--- config.mk ---
export PLATFORM = sky130hd
export DESIGN_NAME = char_stream_tokenizer_top
export DESIGN_NICKNAME = d
export VERILOG_FILES = /design/src/ctt_pkg.sv /design/src/ctt_scanner.sv /design/src/ctt_queue.sv /design/src/ctt_emitter.sv /design/src/char_stream_tokenizer_top.sv
export SDC_FILE = /design/constraint.sdc
export NUM_CORES = 1
export LEC_CHECK = 0
export ABC_AREA = 1
export BUFFER_PORTS_ARGS = -buffer_cell sky130_fd_sc_hd__buf_2
export CAP_MARGIN = 15
export CORE_AREA = 2 2 169 336
export CTS_BUF_LIST = sky130_fd_sc_hd__clkbuf_2
export DETAILED_ROUTE_END_ITERATION = 6
export DIE_AREA = 0 0 171 338
export PLACE_DENSITY_LB_ADDON = 0.1
export RECOVER_POWER = 100
export SYNTH_ARGS = -nofsm -noshare
export SYNTH_HDL_FRONTEND = slang
export SYNTH_HIERARCHICAL = 1
export SYNTH_SLANG_ARGS = --single-unit
--- constraint.sdc ---
create_clock -name clk -period 5.25 [get_ports clk]
set_input_delay 1.05 -clock clk [delete_from_list [all_inputs] [get_ports clk]]
set_output_delay 1.05 -clock clk [all_outputs]
set_load 0.1 [all_outputs]
--- src/ctt_pkg.sv ---
// ----------------------------------------------------------------------------
// ctt_pkg
// Shared types, codes and character-class helpers for the character stream
// tokenizer.
// ----------------------------------------------------------------------------
package ctt_pkg;

    localparam int MAX_TOKEN_LEN = 255;
    localparam int LEN_W         = $clog2(MAX_TOKEN_LEN + 1);
    localparam int QUEUE_DEPTH   = 4;
    localparam int QPTR_W        = $clog2(QUEUE_DEPTH);

    localparam logic ACT_CHAR = 1'b0;
    localparam logic ACT_END  = 1'b1;

    localparam logic [2:0] KIND_KEYWORD = 3'd0;
    localparam logic [2:0] KIND_DELIM   = 3'd1;
    localparam logic [2:0] KIND_OP      = 3'd2;
    localparam logic [2:0] KIND_IDENT   = 3'd3;
    localparam logic [2:0] KIND_NUMBER  = 3'd4;
    localparam logic [2:0] KIND_ERROR   = 3'd5;

    localparam logic [2:0] KW_NONE = 3'd0;
    localparam logic [2:0] KW_F    = 3'd1;
    localparam logic [2:0] KW_FO   = 3'd2;
    localparam logic [2:0] KW_FOR  = 3'd3;
    localparam logic [2:0] KW_D    = 3'd4;
    localparam logic [2:0] KW_DO   = 3'd5;

    localparam logic [7:0] CH_TAB        = 8'h09;
    localparam logic [7:0] CH_LF         = 8'h0A;
    localparam logic [7:0] CH_SPACE      = 8'h20;
    localparam logic [7:0] CH_LPAREN     = 8'h28;
    localparam logic [7:0] CH_RPAREN     = 8'h29;
    localparam logic [7:0] CH_PLUS       = 8'h2B;
    localparam logic [7:0] CH_MINUS      = 8'h2D;
    localparam logic [7:0] CH_DOT        = 8'h2E;
    localparam logic [7:0] CH_0          = 8'h30;
    localparam logic [7:0] CH_9          = 8'h39;
    localparam logic [7:0] CH_COLON      = 8'h3A;
    localparam logic [7:0] CH_SEMI       = 8'h3B;
    localparam logic [7:0] CH_LT         = 8'h3C;
    localparam logic [7:0] CH_EQUAL      = 8'h3D;
    localparam logic [7:0] CH_GT         = 8'h3E;
    localparam logic [7:0] CH_UPPER_A    = 8'h41;
    localparam logic [7:0] CH_UPPER_Z    = 8'h5A;
    localparam logic [7:0] CH_UNDERSCORE = 8'h5F;
    localparam logic [7:0] CH_LOWER_A    = 8'h61;
    localparam logic [7:0] CH_LOWER_D    = 8'h64;
    localparam logic [7:0] CH_LOWER_F    = 8'h66;
    localparam logic [7:0] CH_LOWER_O    = 8'h6F;
    localparam logic [7:0] CH_LOWER_R    = 8'h72;
    localparam logic [7:0] CH_LOWER_Z    = 8'h7A;

    typedef enum logic [3:0] {
        MODE_IDLE   = 4'b0001,
        MODE_IDENT  = 4'b0010,
        MODE_NUMBER = 4'b0100,
        MODE_COLON  = 4'b1000
    } scan_mode_t;

    typedef struct packed {
        logic [2:0]  kind;
        logic [7:0]  value_char;
        logic [31:0] start_offset;
        logic [7:0]  length;
    } result_t;

    typedef struct packed {
        logic    two;
        result_t first;
        result_t second;
    } entry_t;

    function automatic logic is_letter(input logic [7:0] c);
        return (c inside {[CH_UPPER_A:CH_UPPER_Z], [CH_LOWER_A:CH_LOWER_Z], CH_UNDERSCORE});
    endfunction

    function automatic logic is_digit(input logic [7:0] c);
        return (c inside {[CH_0:CH_9]});
    endfunction

    function automatic logic [7:0] sat_len(input logic [LEN_W-1:0] len);
        if (int'(len) > 255)
            return 8'hFF;
        else
            return 8'(len);
    endfunction

    function automatic logic [2:0] next_progress(input logic [2:0] p, input logic [7:0] c);
        if (p == KW_F && c == CH_LOWER_O)
            return KW_FO;
        else if (p == KW_FO && c == CH_LOWER_R)
            return KW_FOR;
        else if (p == KW_D && c == CH_LOWER_O)
            return KW_DO;
        else
            return KW_NONE;
    endfunction

endpackage

--- src/ctt_scanner.sv ---
// ----------------------------------------------------------------------------
// ctt_scanner
// Front end: accepts one request per cycle while the queue is not full, keeps
// the scan state and forms up to two results per request as one queue entry.
// ----------------------------------------------------------------------------
module ctt_scanner (
    input  logic            clk,
    input  logic            rst_n,
    input  logic            in_valid,
    output logic            in_ready,
    input  logic            action,
    input  logic [7:0]      character,
    input  logic            queue_full,
    output logic            push,
    output ctt_pkg::entry_t push_entry
);
    import ctt_pkg::*;

    scan_mode_t       mode_reg,  mode_next;
    logic [31:0]      start_reg, start_next;
    logic [LEN_W-1:0] len_reg,   len_next;
    logic [7:0]       first_reg, first_next;
    logic [2:0]       kw_reg,    kw_next;
    logic [31:0]      pos_reg,   pos_next;

    logic             accept;
    logic             flush_v, scan_v, rescan;
    result_t          pending_res, flush_res, scan_res;
    logic [LEN_W-1:0] len_grow;

    assign in_ready = !queue_full;
    assign accept   = in_valid && in_ready;
    assign len_grow = (int'(len_reg) < MAX_TOKEN_LEN) ? len_reg + LEN_W'(1) : len_reg;

    always_comb
    begin
        pending_res = '0;
        case (mode_reg)
            MODE_IDENT:
            begin
                pending_res.kind = (kw_reg == KW_FOR || kw_reg == KW_DO) ? KIND_KEYWORD
                                                                          : KIND_IDENT;
                pending_res.value_char   = first_reg;
                pending_res.start_offset = start_reg;
                pending_res.length       = sat_len(len_reg);
            end
            MODE_NUMBER:
            begin
                pending_res.kind = (len_reg == LEN_W'(1) &&
                                    (first_reg == CH_PLUS || first_reg == CH_MINUS))
                                   ? KIND_OP : KIND_NUMBER;
                pending_res.value_char   = first_reg;
                pending_res.start_offset = start_reg;
                pending_res.length       = sat_len(len_reg);
            end
            MODE_COLON:
            begin
                pending_res.kind         = KIND_ERROR;
                pending_res.value_char   = CH_COLON;
                pending_res.start_offset = start_reg;
                pending_res.length       = 8'd1;
            end
            default:
            begin
                pending_res = '0;
            end
        endcase
    end

    always_comb
    begin
        mode_next  = mode_reg;
        start_next = start_reg;
        len_next   = len_reg;
        first_next = first_reg;
        kw_next    = kw_reg;
        pos_next   = pos_reg;
        flush_v    = 1'b0;
        flush_res  = pending_res;
        scan_v     = 1'b0;
        scan_res   = '0;
        rescan     = 1'b0;

        if (action == ACT_END)
        begin
            flush_v    = (mode_reg != MODE_IDLE);
            mode_next  = MODE_IDLE;
            start_next = '0;
            len_next   = '0;
            first_next = '0;
            kw_next    = KW_NONE;
            pos_next   = '0;
        end
        else
        begin
            pos_next = pos_reg + 32'd1;
            case (mode_reg)
                MODE_IDENT:
                begin
                    if (is_letter(character) || is_digit(character))
                    begin
                        len_next = len_grow;
                        kw_next  = next_progress(kw_reg, character);
                    end
                    else
                    begin
                        flush_v = 1'b1;
                        rescan  = 1'b1;
                    end
                end
                MODE_NUMBER:
                begin
                    if (is_digit(character))
                    begin
                        len_next = len_grow;
                    end
                    else
                    begin
                        flush_v = 1'b1;
                        rescan  = 1'b1;
                    end
                end
                MODE_COLON:
                begin
                    flush_v = 1'b1;
                    if (character == CH_EQUAL)
                    begin
                        flush_res.kind   = KIND_OP;
                        flush_res.length = 8'd2;
                        mode_next        = MODE_IDLE;
                    end
                    else
                    begin
                        rescan = 1'b1;
                    end
                end
                default:
                begin
                    rescan = 1'b1;
                end
            endcase

            if (rescan)
            begin
                mode_next             = MODE_IDLE;
                scan_res.value_char   = character;
                scan_res.start_offset = pos_reg;
                scan_res.length       = 8'd1;
                if (character inside {CH_SPACE, CH_TAB, CH_LF})
                begin
                    scan_v = 1'b0;
                end
                else if (is_letter(character) || is_digit(character) ||
                         character inside {CH_DOT, CH_PLUS, CH_MINUS, CH_COLON})
                begin
                    mode_next  = is_letter(character) ? MODE_IDENT :
                                 (character == CH_COLON) ? MODE_COLON : MODE_NUMBER;
                    start_next = pos_reg;
                    len_next   = LEN_W'(1);
                    first_next = character;
                    kw_next    = (character == CH_LOWER_F) ? KW_F :
                                 (character == CH_LOWER_D) ? KW_D : KW_NONE;
                end
                else if (character inside {CH_LPAREN, CH_RPAREN, CH_SEMI})
                begin
                    scan_v        = 1'b1;
                    scan_res.kind = KIND_DELIM;
                end
                else if (character inside {CH_LT, CH_GT, CH_EQUAL})
                begin
                    scan_v        = 1'b1;
                    scan_res.kind = KIND_OP;
                end
                else
                begin
                    scan_v        = 1'b1;
                    scan_res.kind = KIND_ERROR;
                end
            end
        end
    end

    assign push              = accept && (flush_v || scan_v);
    assign push_entry.two    = flush_v && scan_v;
    assign push_entry.first  = flush_v ? flush_res : scan_res;
    assign push_entry.second = scan_res;

    always_ff @(posedge clk or negedge rst_n)
    begin
        if (!rst_n)
        begin
            mode_reg  <= MODE_IDLE;
            start_reg <= '0;
            len_reg   <= '0;
            first_reg <= '0;
            kw_reg    <= KW_NONE;
            pos_reg   <= '0;
        end
        else if (accept)
        begin
            mode_reg  <= mode_next;
            start_reg <= start_next;
            len_reg   <= len_next;
            first_reg <= first_next;
            kw_reg    <= kw_next;
            pos_reg   <= pos_next;
        end
    end

endmodule

--- src/ctt_queue.sv ---
// ----------------------------------------------------------------------------
// ctt_queue
// Short entry queue between the scanner and the result emitter.
// ----------------------------------------------------------------------------
module ctt_queue (
    input  logic            clk,
    input  logic            rst_n,
    input  logic            push,
    input  ctt_pkg::entry_t push_entry,
    output logic            full,
    input  logic            pop,
    output ctt_pkg::entry_t head,
    output logic            empty
);
    import ctt_pkg::*;

    entry_t            entries_reg [QUEUE_DEPTH];
    logic [QPTR_W-1:0] wr_ptr_reg, wr_ptr_next;
    logic [QPTR_W-1:0] rd_ptr_reg, rd_ptr_next;
    logic [QPTR_W:0]   count_reg,  count_next;

    assign full  = (count_reg == (QPTR_W + 1)'(QUEUE_DEPTH));
    assign empty = (count_reg == '0);
    assign head  = entries_reg[rd_ptr_reg];

    always_comb
    begin
        wr_ptr_next = push ? wr_ptr_reg + QPTR_W'(1) : wr_ptr_reg;
        rd_ptr_next = pop  ? rd_ptr_reg + QPTR_W'(1) : rd_ptr_reg;
        count_next  = count_reg + (QPTR_W + 1)'(push) - (QPTR_W + 1)'(pop);
    end

    always_ff @(posedge clk)
    begin
        if (push)
            entries_reg[wr_ptr_reg] <= push_entry;
    end

    always_ff @(posedge clk or negedge rst_n)
    begin
        if (!rst_n)
        begin
            wr_ptr_reg <= '0;
            rd_ptr_reg <= '0;
            count_reg  <= '0;
        end
        else
        begin
            wr_ptr_reg <= wr_ptr_next;
            rd_ptr_reg <= rd_ptr_next;
            count_reg  <= count_next;
        end
    end

endmodule

--- src/ctt_emitter.sv ---
// ----------------------------------------------------------------------------
// ctt_emitter
// Back end: presents the results of the head entry one per request and marks
// the final one of each entry.
// ----------------------------------------------------------------------------
module ctt_emitter (
    input  logic            clk,
    input  logic            rst_n,
    input  ctt_pkg::entry_t head,
    input  logic            empty,
    output logic            pop,
    output logic            out_valid,
    input  logic            out_ready,
    output logic [2:0]      kind,
    output logic [7:0]      value_char,
    output logic [31:0]     start_offset,
    output logic [7:0]      length,
    output logic            last
);
    import ctt_pkg::*;

    logic    sel_reg, sel_next;
    result_t cur;
    logic    fire;

    assign out_valid    = !empty;
    assign cur          = sel_reg ? head.second : head.first;
    assign kind         = cur.kind;
    assign value_char   = cur.value_char;
    assign start_offset = cur.start_offset;
    assign length       = cur.length;
    assign last         = sel_reg || !head.two;
    assign fire         = out_valid && out_ready;
    assign pop          = fire && last;

    always_comb
    begin
        sel_next = sel_reg;
        if (fire)
            sel_next = !last;
    end

    always_ff @(posedge clk or negedge rst_n)
    begin
        if (!rst_n)
            sel_reg <= 1'b0;
        else
            sel_reg <= sel_next;
    end

endmodule

--- src/char_stream_tokenizer_top.sv ---
// ----------------------------------------------------------------------------
// char_stream_tokenizer_top
// Streaming lexical analyzer: one byte per request in, token results out.
// ----------------------------------------------------------------------------
// The input side takes one request per cycle while the four-entry result queue
// has room; the scan state updates in that same cycle. A request makes zero,
// one or two results, and the output side drains them one per cycle while
// out_ready is high, so the sustained rate is one request per cycle if requests
// average at most one result; a request that ends one token and yields a second
// result costs an extra output transfer, absorbed by the queue. Results are
// registered in the queue and shown from its head. An end request flushes the
// pending token and restarts stream positions at zero.
module char_stream_tokenizer_top (
    input  logic        clk,
    input  logic        rst_n,
    input  logic        in_valid,
    output logic        in_ready,
    input  logic        action,
    input  logic [7:0]  character,
    output logic        out_valid,
    input  logic        out_ready,
    output logic [2:0]  kind,
    output logic [7:0]  value_char,
    output logic [31:0] start_offset,
    output logic [7:0]  length,
    output logic        last
);
    import ctt_pkg::*;

    logic   push, pop, full, empty;
    entry_t push_entry, head;

    ctt_scanner u_scanner (
        .clk        (clk),
        .rst_n      (rst_n),
        .in_valid   (in_valid),
        .in_ready   (in_ready),
        .action     (action),
        .character  (character),
        .queue_full (full),
        .push       (push),
        .push_entry (push_entry)
    );

    ctt_queue u_queue (
        .clk        (clk),
        .rst_n      (rst_n),
        .push       (push),
        .push_entry (push_entry),
        .full       (full),
        .pop        (pop),
        .head       (head),
        .empty      (empty)
    );

    ctt_emitter u_emitter (
        .clk          (clk),
        .rst_n        (rst_n),
        .head         (head),
        .empty        (empty),
        .pop          (pop),
        .out_valid    (out_valid),
        .out_ready    (out_ready),
        .kind         (kind),
        .value_char   (value_char),
        .start_offset (start_offset),
        .length       (length),
        .last         (last)
    );

endmodule

==> results of run 1 <==
==> area by class of cell <==
class | count | area share, %
Antenna cell | 2 | 0.0189
Clock buffer | 167 | 3.16
Clock inverter | 40 | 0.975
Inverter | 532 | 7.64
Multi-Input combinational cell | 1603 | 26.2
Sequential cell | 507 | 55.8
Tap cell | 744 | 3.52
Timing Repair Buffer | 102 | 2.62
==> final timing paths <==
check / from / end / slack (ns)
setup reg to reg: u_scanner/mode_reg[0] / u_queue/entries_reg[3][35] / 0.62
hold / removal: out_ready / u_emitter/sel_reg / 0.27
setup / recovery: u_queue/rd_ptr_reg[1] / start_offset[30] / 0.41
hold reg to reg: u_scanner/start_reg[18] / u_scanner/start_reg[18] / 0.50
max in group asynchronous: rst_n / u_scanner/pos_reg[6] / 2.36
min in group asynchronous: rst_n / u_queue/count_reg[2] / 0.59
==> power breakdown <==
group / total (mW) / switching [mW] / internal (mW)
Combinational: 6.81 / 5.57 / 1.25
Clock: 2.53 / 1.53 / 1.01
Sequential: 5.09 / 0.235 / 4.85
==> metrics by stage <==
step	setup slack [ns]	instances	utilization [%]	power, mW	instance area, um^2
after floorplan	0.258	2765	-	10.7	24500
after global routing	0.108	3697	47.8	15.4	26400
final	0.410	3697	47.8	14.4	26400
after detailed placement	1.09	3487	46.1	12.1	25500
after CTS	0.265	3695	48.1	14.7	26600
after global placement	1.08	3487	46.1	12.1	25500
==> critical path: stages (launching register included) <==
cell and delay (ns):
dfrtp_4 0.68, inv_4 0.74, buf_12 0.34, nand3_1 0.11, nand2_1 0.06, nand2_1 0.06
nand2_1 0.15, clkbuf_2 0.47
==> synth_stat cells, drive strengths merged (2+ instances only) <==
master  instances  area, um^2
a211oi          2        15.0
buf           101         702
a21oi          28         151
xor2            6        52.6
a31oi           3        18.8
inv           531        2000
o211ai          8        60.1
nand2         972        3720
nand4          18         113
nand3         299        1540
edfxtp        412       12400
clkbuf         22        83.8
nor4            6        37.5
o21a            2        15.0
o21ai          79         395
dfrtp          94        2350
ha              9         113
nor2          121         474
nor3           34         185
==> kinds of logic after synthesis <==
kind of cell | after synthesis | share of synthesized area, %
AOI/OAI and AO/OA | 126 | 2.80
xor gates and xnor gates | 6 | 0.214
adders and majority gates | 10 | 0.541
buffers and inverters | 655 | 11.4
DFF | 507 | 60.2
other | 1 | 0.0153
and+or+nand+nor | 1454 | 24.9
==> per-layer routing <==
layer | up-vias | share of wire, % | wire length [um]
li1 | 8910 | - | -
met1 | 8675 | 37 | 23200
met2 | 406 | 55 | 34800
met3 | 153 | 3.6 | 2290
met4 | 0 | 4.6 | 2890
met5 | - | 0 | 0
==> placed cells by master, fill, tap and decap left out, drive strengths merged, types with 8 or more instances in the layout <==
master / n
nand2: 972
inv: 527
edfxtp: 412
nand3: 299
clkbuf: 231
nor2: 121
dfrtp: 94
o21ai: 79
buf: 37
clkinv: 36
nor3: 34
a21oi: 28
nand4: 18
ha: 9
o211ai: 8
==> results.sh, run 1 <==
export IMPL_drt_initial_drc_count=1050
export IMPL_post_cts_buffers=0
export IMPL_clock_latency_ns=1.12
export IMPL_tritoncts="yes"
export IMPL_cts_resized=0
export IMPL_reg2reg_depth=14
export IMPL_min_path_type="input port to flop"
export IMPL_ys_flop_type="edfxtp_1"
export IMPL_numPortBuffers=66
export IMPL_grt_usage_pct=22.6
export IMPL_clockBufferDepth=3
export IMPL_finalMaxSlewViolations=60
export IMPL_power_leakage_nw=12.6
export IMPL_setup_viol=0
export IMPL_grt_max_degree=130
export IMPL_syn_avg_cell_area_um2=8.89
export IMPL_ioPinCount=67
export IMPL_grt_pass1_wl_mm=99.2
export IMPL_grt_pass1_vias=18603
export IMPL_min_period_over_period_pct=92.2
export IMPL_largest_register_ffs=412
export IMPL_vias=18144
export IMPL_critPathRequiredTime_ns=4.20
export IMPL_synth_edf_count=412
export IMPL_fin_nets=2879
export IMPL_ys_seq_elements=507
export IMPL_end_kind="primary output"
export IMPL_die_area_um2=57800
export IMPL_critPathArrivalTime_ns=3.79
export IMPL_drc_errors=0
export IMPL_fp_row_count=122
export IMPL_cts_hold_fix_buffers=1
export IMPL_fin_crit_ns=4.84
export IMPL_cts_sinks=507
export IMPL_use_met2_pct=42.8
export IMPL_grtUsageMet3_pct=3.34
export IMPL_ys_types=47
export IMPL_initial_utilization_pct=44.4
export IMPL_vdd_drop_max_mv=0.520
export IMPL_seqCellArea_um2=14800
export IMPL_area_delta_synth_final_pct=7.81
export IMPL_grt_setup_unrepaired="no"
export IMPL_htreeDepth=3
export IMPL_numCtsBuffers=110
export IMPL_wirelength_mm=63.2
export IMPL_worst_pin_slew_ns=1.85
export IMPL_globalRoute_busiestLayer="met2"
export IMPL_violations="max-capacitance violations, max-slew violations"
export IMPL_synth_area_um2=24500
export IMPL_die_w_um=171
export IMPL_synth_seq_area_share_pct=60.2
export IMPL_gp_congestion=0.921
export IMPL_wl_per_cell_um=17.1
export IMPL_path_clk_slew_ns=0.10
export IMPL_root_buffer="clkbuf_2"
export IMPL_ys_async_sr_fraction_pct=18.7
export IMPL_ant_nets=0
export IMPL_path_class="flop to primary output"
export IMPL_clock_skew_ns=0.0954
export IMPL_hold_viol=0
export IMPL_core_um2=55300
export IMPL_ys_warn_count=6
export IMPL_holdPathStages=4
export IMPL_fmaxAchievable_mhz=207
export IMPL_die_height_um=338
export IMPL_fill_cells=5404
export IMPL_relSlewSlack_pct=-23.1
export IMPL_crit_fanout=63
export IMPL_layout_drive_gt1_share_pct=10.6
export IMPL_met1_usage_pct=23.6
export IMPL_syn_instance_count=2759
export IMPL_grt_overflow=0
export IMPL_outcome="complete, but fails checks"
export IMPL_whs_ns=0.266
export IMPL_firstDrtPassIters=6
export IMPL_tns_ns=0
export IMPL_start_kind="flop"
export IMPL_cap_violations=2
export IMPL_power_density_nw_per_um2=546
export IMPL_hpwl_mm=39.7
export IMPL_multiInputGateArea_um2=6930
export IMPL_vias_per_cell=4.91
export IMPL_antenna_found_initial=2
No activity file was read; power rests on OpenSTA's default activity.
==> run 2: changes to the inputs <==
==> constraint.sdc (replaced) <==
create_clock -name clk -period 5.69 [get_ports clk]
set_input_delay 1.138 -clock clk [delete_from_list [all_inputs] [get_ports clk]]
set_output_delay 1.138 -clock clk [all_outputs]
set_load 0.1 [all_outputs]
==> results.sh, run 2 (synthesis results as in run 1) <==
export IMPL_power_density_nw_per_um2=505
export IMPL_fin_nets=2875
export IMPL_hpwl_mm=41.9
export IMPL_crit_slowest_cell="dfrtp_4"
export IMPL_violations="max-capacitance violations, max-slew violations"
export IMPL_path_class="flop to primary output"
export IMPL_grt_max_degree=107
export IMPL_layout_commonest_cell="nand2_1"
export IMPL_tritoncts="yes"
export IMPL_initial_utilization_pct=44.4
export IMPL_placed_cell_area_um2=25400
export IMPL_crit_fanout=106
export IMPL_tns_ns=0
export IMPL_finalMaxSlewViolations=159
export IMPL_start_kind="flop"
export IMPL_root_buffer="clkbuf_2"
export IMPL_final_cell_area_um2=26400
export IMPL_drc_errors=0
export IMPL_clockBufferDepth=3
export IMPL_worst_pin_slew_ns=3.74
export IMPL_grt_overflow=0
export IMPL_power_leakage_nw=12.5
export IMPL_htreeDepth=3
export IMPL_path_cells="inv_6, buf_6, nand2_1, nand3_1, nand2_1, nand2_1, nand2_1, clkbuf_2"
export IMPL_fp_row_count=122
export IMPL_setup_viol=0
export IMPL_firstDrtPassIters=5
export IMPL_vias_per_cell=4.94
export IMPL_clock_latency_ns=1.12
export IMPL_ant_nets=0
export IMPL_critPathRequiredTime_ns=4.55
export IMPL_min_path_type="input port to flop"
export IMPL_fmaxAchievable_mhz=193
export IMPL_numCtsBuffers=112
export IMPL_wl_per_cell_um=17.9
export IMPL_slowest_delay_ns=0.75
export IMPL_hold_viol=0
export IMPL_clock_skew_ns=0.101
export IMPL_gp_congestion=0.884
export IMPL_numPortBuffers=66
export IMPL_antenna_found_initial=3
export IMPL_grt_pass1_wl_mm=102
export IMPL_path_clk_slew_ns=0.12
export IMPL_die_w_um=171
export IMPL_layout_common_cells="nand2_1, inv_1, edfxtp_1, nand3_1, clkbuf_2"
export IMPL_min_period_over_period_pct=91.1
export IMPL_placed_cells=3481
export IMPL_drt_initial_drc_count=909
export IMPL_die_height_um=338
export IMPL_vdd_drop_max_mv=0.514
export IMPL_core_um2=55300
export IMPL_grt_pass1_vias=18655
export IMPL_grt_usage_pct=23.4
export IMPL_die_area_um2=57800
export IMPL_end_kind="primary output"
export IMPL_vias=18260
export IMPL_path_common_cell="nand2_1"
export IMPL_fin_crit_ns=5.18
export IMPL_total_power_mw=13.3
export IMPL_layout_drive_gt1_share_pct=9.74
export IMPL_relSlewSlack_pct=-150
export IMPL_final_cells=3694
export IMPL_cts_sinks=507
export IMPL_ioPinCount=67
export IMPL_grt_setup_unrepaired="no"
export IMPL_cts_resized=0
export IMPL_wirelength_mm=66.1
export IMPL_critPathArrivalTime_ns=4.04
export IMPL_largest_register_ffs=412
export IMPL_area_delta_synth_final_pct=7.50
export IMPL_cap_violations=4
export IMPL_outcome="complete, but fails checks"
==> run 2: worst max-delay path, delay by kind of cell (launching register included) <==
kind / cells / cell delay, ns
AND/OR/NAND/NOR: 5 / 0.42
buffers and inverters: 3 / 1.70
flip-flops: 1 / 0.75
==> run 2: final cells by class <==
type | instances | area (um^2)
clock inverters | 59 | 324
repair buffers | 96 | 632
clock buffers | 150 | 751
multi-input cells | 1603 | 6930
flip-flops and latches | 507 | 14800
well taps | 744 | 931
fillers | 5490 | 28900
inverters | 532 | 2020
diodes | 3 | 7.51
==> run 2: timing repair <==
| action | in CTS | in global routing |
|---|---|---|
| setup buffers | 0 | 0 |
| setup endpoints to repair | 0 | 0 |
| hold buffers | 1 | 0 |
| endpoints found under the hold margin | 4 | 0 |
==> run 2: path summary, 6_finish.rpt <==
| check | slack [ns] | startpoint | end | cells past startpoint |
|---|---|---|---|---|
| max in group asynchronous | 1.19 | rst_n | u_queue/rd_ptr_reg[1] | 2 |
| worst min-delay path | 0.32 | out_ready | u_emitter/sel_reg | 4 |
| worst min register to register | 0.50 | u_scanner/start_reg[18] | u_scanner/start_reg[18] | 2 |
| worst max-delay path | 0.51 | u_queue/rd_ptr_reg[0] | kind[0] | 8 |
| min in group asynchronous | 1.85 | rst_n | u_scanner/first_reg[3] | 2 |
| worst max register to register | 0.51 | u_scanner/mode_reg[1] | u_queue/entries_reg[3][89] | 15 |
==> run 2: power by group <==
group | leakage (nW) | switching (mW) | internal, mW
sequential | 5.09 | 0.270 | 4.47
combinational | 6.61 | 5.13 | 1.13
clock | 0.781 | 1.44 | 0.872
==> run 2: per-stage QoR <==
step                util, %  setup WS, ns  hold WS, ns
finish                 47.7         0.508        0.322
detailed placement     46.0          1.65        0.479
CTS                    47.9         0.444        0.156
floorplan                 -         0.610        0.460
global placement       46.0          1.66        0.473
global route           47.7         0.158        0.210
==> run 2: per-layer routing <==
layer | routed length (um) | vias up | GRT usage, %
met5 | 0 | - | 0
met4 | 3120 | 0 | 11.4
met3 | 2580 | 163 | 3.48
met2 | 36500 | 440 | 45.2
met1 | 23900 | 8733 | 24.1
li1 | - | 8924 | -
==> run 3: changes to the inputs <==
--- a/config.mk
+++ b/config.mk
@@ -12,7 +12,6 @@
 export CTS_BUF_LIST = sky130_fd_sc_hd__clkbuf_2
 export DETAILED_ROUTE_END_ITERATION = 6
 export DIE_AREA = 0 0 171 338
-export PLACE_DENSITY_LB_ADDON = 0.1
 export RECOVER_POWER = 100
 export SYNTH_ARGS = -nofsm -noshare
 export SYNTH_HDL_FRONTEND = slang
==> results.sh, run 3 (synthesis results as in run 1) <==
export IMPL_grt_usage_pct=23.2
export IMPL_met1_length_mm=22.8
export IMPL_critPathRequiredTime_ns=4.55
export IMPL_rr_startpoint="u_scanner/mode_reg[1]"
export IMPL_hpwl_mm=40.5
export IMPL_cts_sinks=507
export IMPL_numPortBuffers=66
export IMPL_die_w_um=171
export IMPL_critPathArrivalTime_ns=3.97
export IMPL_final_cells=3677
export IMPL_end_kind="primary output"
export IMPL_clockBufferDepth=3
export IMPL_r2r_setup_slack_ns=0.64
export IMPL_min_to="u_emitter/sel_reg"
export IMPL_firstDrtPassIters=5
export IMPL_power_switching_mw=6.78
export IMPL_fmaxAchievable_mhz=196
export IMPL_fin_crit_ns=5.10
export IMPL_holdPathStages=4
export IMPL_grt_max_degree=206
export IMPL_met3WireLength_mm=2.93
export IMPL_antenna_found_initial=2
export IMPL_relSlewSlack_pct=-165
export IMPL_cts_hold_fix_buffers=0
export IMPL_finalMaxSlewViolations=105
export IMPL_fin_nets=2864
export IMPL_layout_commonest_cell="nand2_1"
export IMPL_drc_errors=0
export IMPL_grt_overflow=0
export IMPL_hold_start="out_ready"
export IMPL_p_seq_share_pct=36.0
export IMPL_switching_share_pct=51.4
export IMPL_path_clk_slew_ns=0.12
export IMPL_wirelength_mm=65.5
export IMPL_outcome="complete, but fails checks"
export IMPL_start_kind="flop"
export IMPL_violations="max-capacitance violations, max-slew violations"
export IMPL_largest_register_ffs=412
export IMPL_crit_fanout=104
export IMPL_fill_cells=5411
export IMPL_setup_viol=0
export IMPL_fp_row_count=122
export IMPL_p_int_mw=6.40
export IMPL_ant_nets=0
export IMPL_vias=18547
export IMPL_placed_cell_area_um2=25400
export IMPL_cap_violations=2
export IMPL_post_cts_buffers=0
export IMPL_whs_ns=0.318
export IMPL_vdd_drop_max_mv=0.534
export IMPL_power_frac_comb_pct=47.4
export IMPL_min_period_over_period_pct=89.7
export IMPL_drt_initial_drc_count=1160
export IMPL_wl_met2_mm=36.3
export IMPL_grt_pass1_vias=18982
export IMPL_vias_per_cell=5.04
export IMPL_htreeDepth=3
export IMPL_layout_common_cells="nand2_1, inv_1, edfxtp_1, nand3_1, clkbuf_2"
export IMPL_path_class="flop to primary output"
export IMPL_layout_drive_gt1_share_pct=10.1
export IMPL_cts_resized=0
export IMPL_wl_per_cell_um=17.8
export IMPL_power_share_clock_pct=16.5
export IMPL_grt_setup_unrepaired="no"
export IMPL_core_um2=55300
export IMPL_ioPinCount=67
export IMPL_power_density_nw_per_um2=502
export IMPL_top_layer_used="met4"
export IMPL_hold_viol=0
export IMPL_reg2reg_depth=13
export IMPL_initial_utilization_pct=44.4
export IMPL_worst_pin_slew_ns=3.98
export IMPL_area_delta_synth_final_pct=7.12
export IMPL_placed_cells=3478
export IMPL_final_cell_area_um2=26300
export IMPL_tritoncts="yes"
export IMPL_final_util_pct=47.5
export IMPL_power_leakage_nw=12.5
export IMPL_tns_ns=0
export IMPL_die_height_um=338
export IMPL_clock_latency_ns=1.11
export IMPL_root_buffer="clkbuf_2"
export IMPL_min_path_type="input port to flop"
export IMPL_grt_pass1_wl_mm=102
export IMPL_rr_endpoint="u_scanner/first_reg[6]"
export IMPL_clock_skew_ns=0.102
export IMPL_die_area_um2=57800
export IMPL_gp_congestion=0.902
export IMPL_numCtsBuffers=105
run 3: critical path, cell delays in order (launching register included):
cell and delay (ns):
dfrtp_4 0.54, inv_4 0.83, buf_4 0.67, nand2_1 0.11, nand3_1 0.10, nand2_1 0.11
nand2_1 0.08, nand2_1 0.07, clkbuf_2 0.36
run 3: power groups by stage:
| stage | Sequential (mW) | Combinational (mW) | Clock (mW) |
|---|---|---|---|
| CTS | 4.76 | 6.33 | 2.27 |
| global route | 4.80 | 6.73 | 2.42 |
| finish | 4.75 | 6.25 | 2.18 |
| detailed placement | 4.84 | 6.32 | 0 |
| global placement | 4.82 | 6.26 | 0 |
| floorplan | 4.69 | 5.17 | 0 |
run 3: metal layers:
layer	GRT usage (%)	vias up
met5	0	-
met4	13.0	0
met3	3.29	186
met2	45.2	532
met1	23.1	8934
li1	-	8895
run 3: layout make-up:
type,count,area (um^2),area share (%)
diodes,2,5.00,0.0191
repair buffers,92,642,2.44
flip-flops and latches,507,14800,56.2
inverters,532,2010,7.67
well taps,744,931,3.54
clock buffers,153,766,2.92
multi-input cells,1603,6930,26.4
clock inverters,44,218,0.829
run 3: worst max path at each step:
stage                                startpoint                         end  slack (ns)  cells after the start
after floorplan                    character[7]   u_queue/entries_reg[0][0]        0.61                     15
after global placement             character[2]  u_queue/entries_reg[3][17]        1.27                     16
after detailed placement           character[7]  u_queue/entries_reg[2][51]        1.27                     13
after CTS                 u_queue/rd_ptr_reg[1]             start_offset[0]        0.73                      7
after global routing      u_queue/rd_ptr_reg[0]             start_offset[6]        0.30                      8
final                     u_queue/rd_ptr_reg[0]             start_offset[6]        0.59                      8
run 3: stage by stage:
step           worst slack (ns)  power (mW)
2_1_floorplan             0.610        9.86
3_3_place_gp               1.27        11.1
3_5_place_dp               1.27        11.2
4_1_cts                   0.726        13.4
5_1_grt                   0.303        14.0
6_report                  0.586        13.2
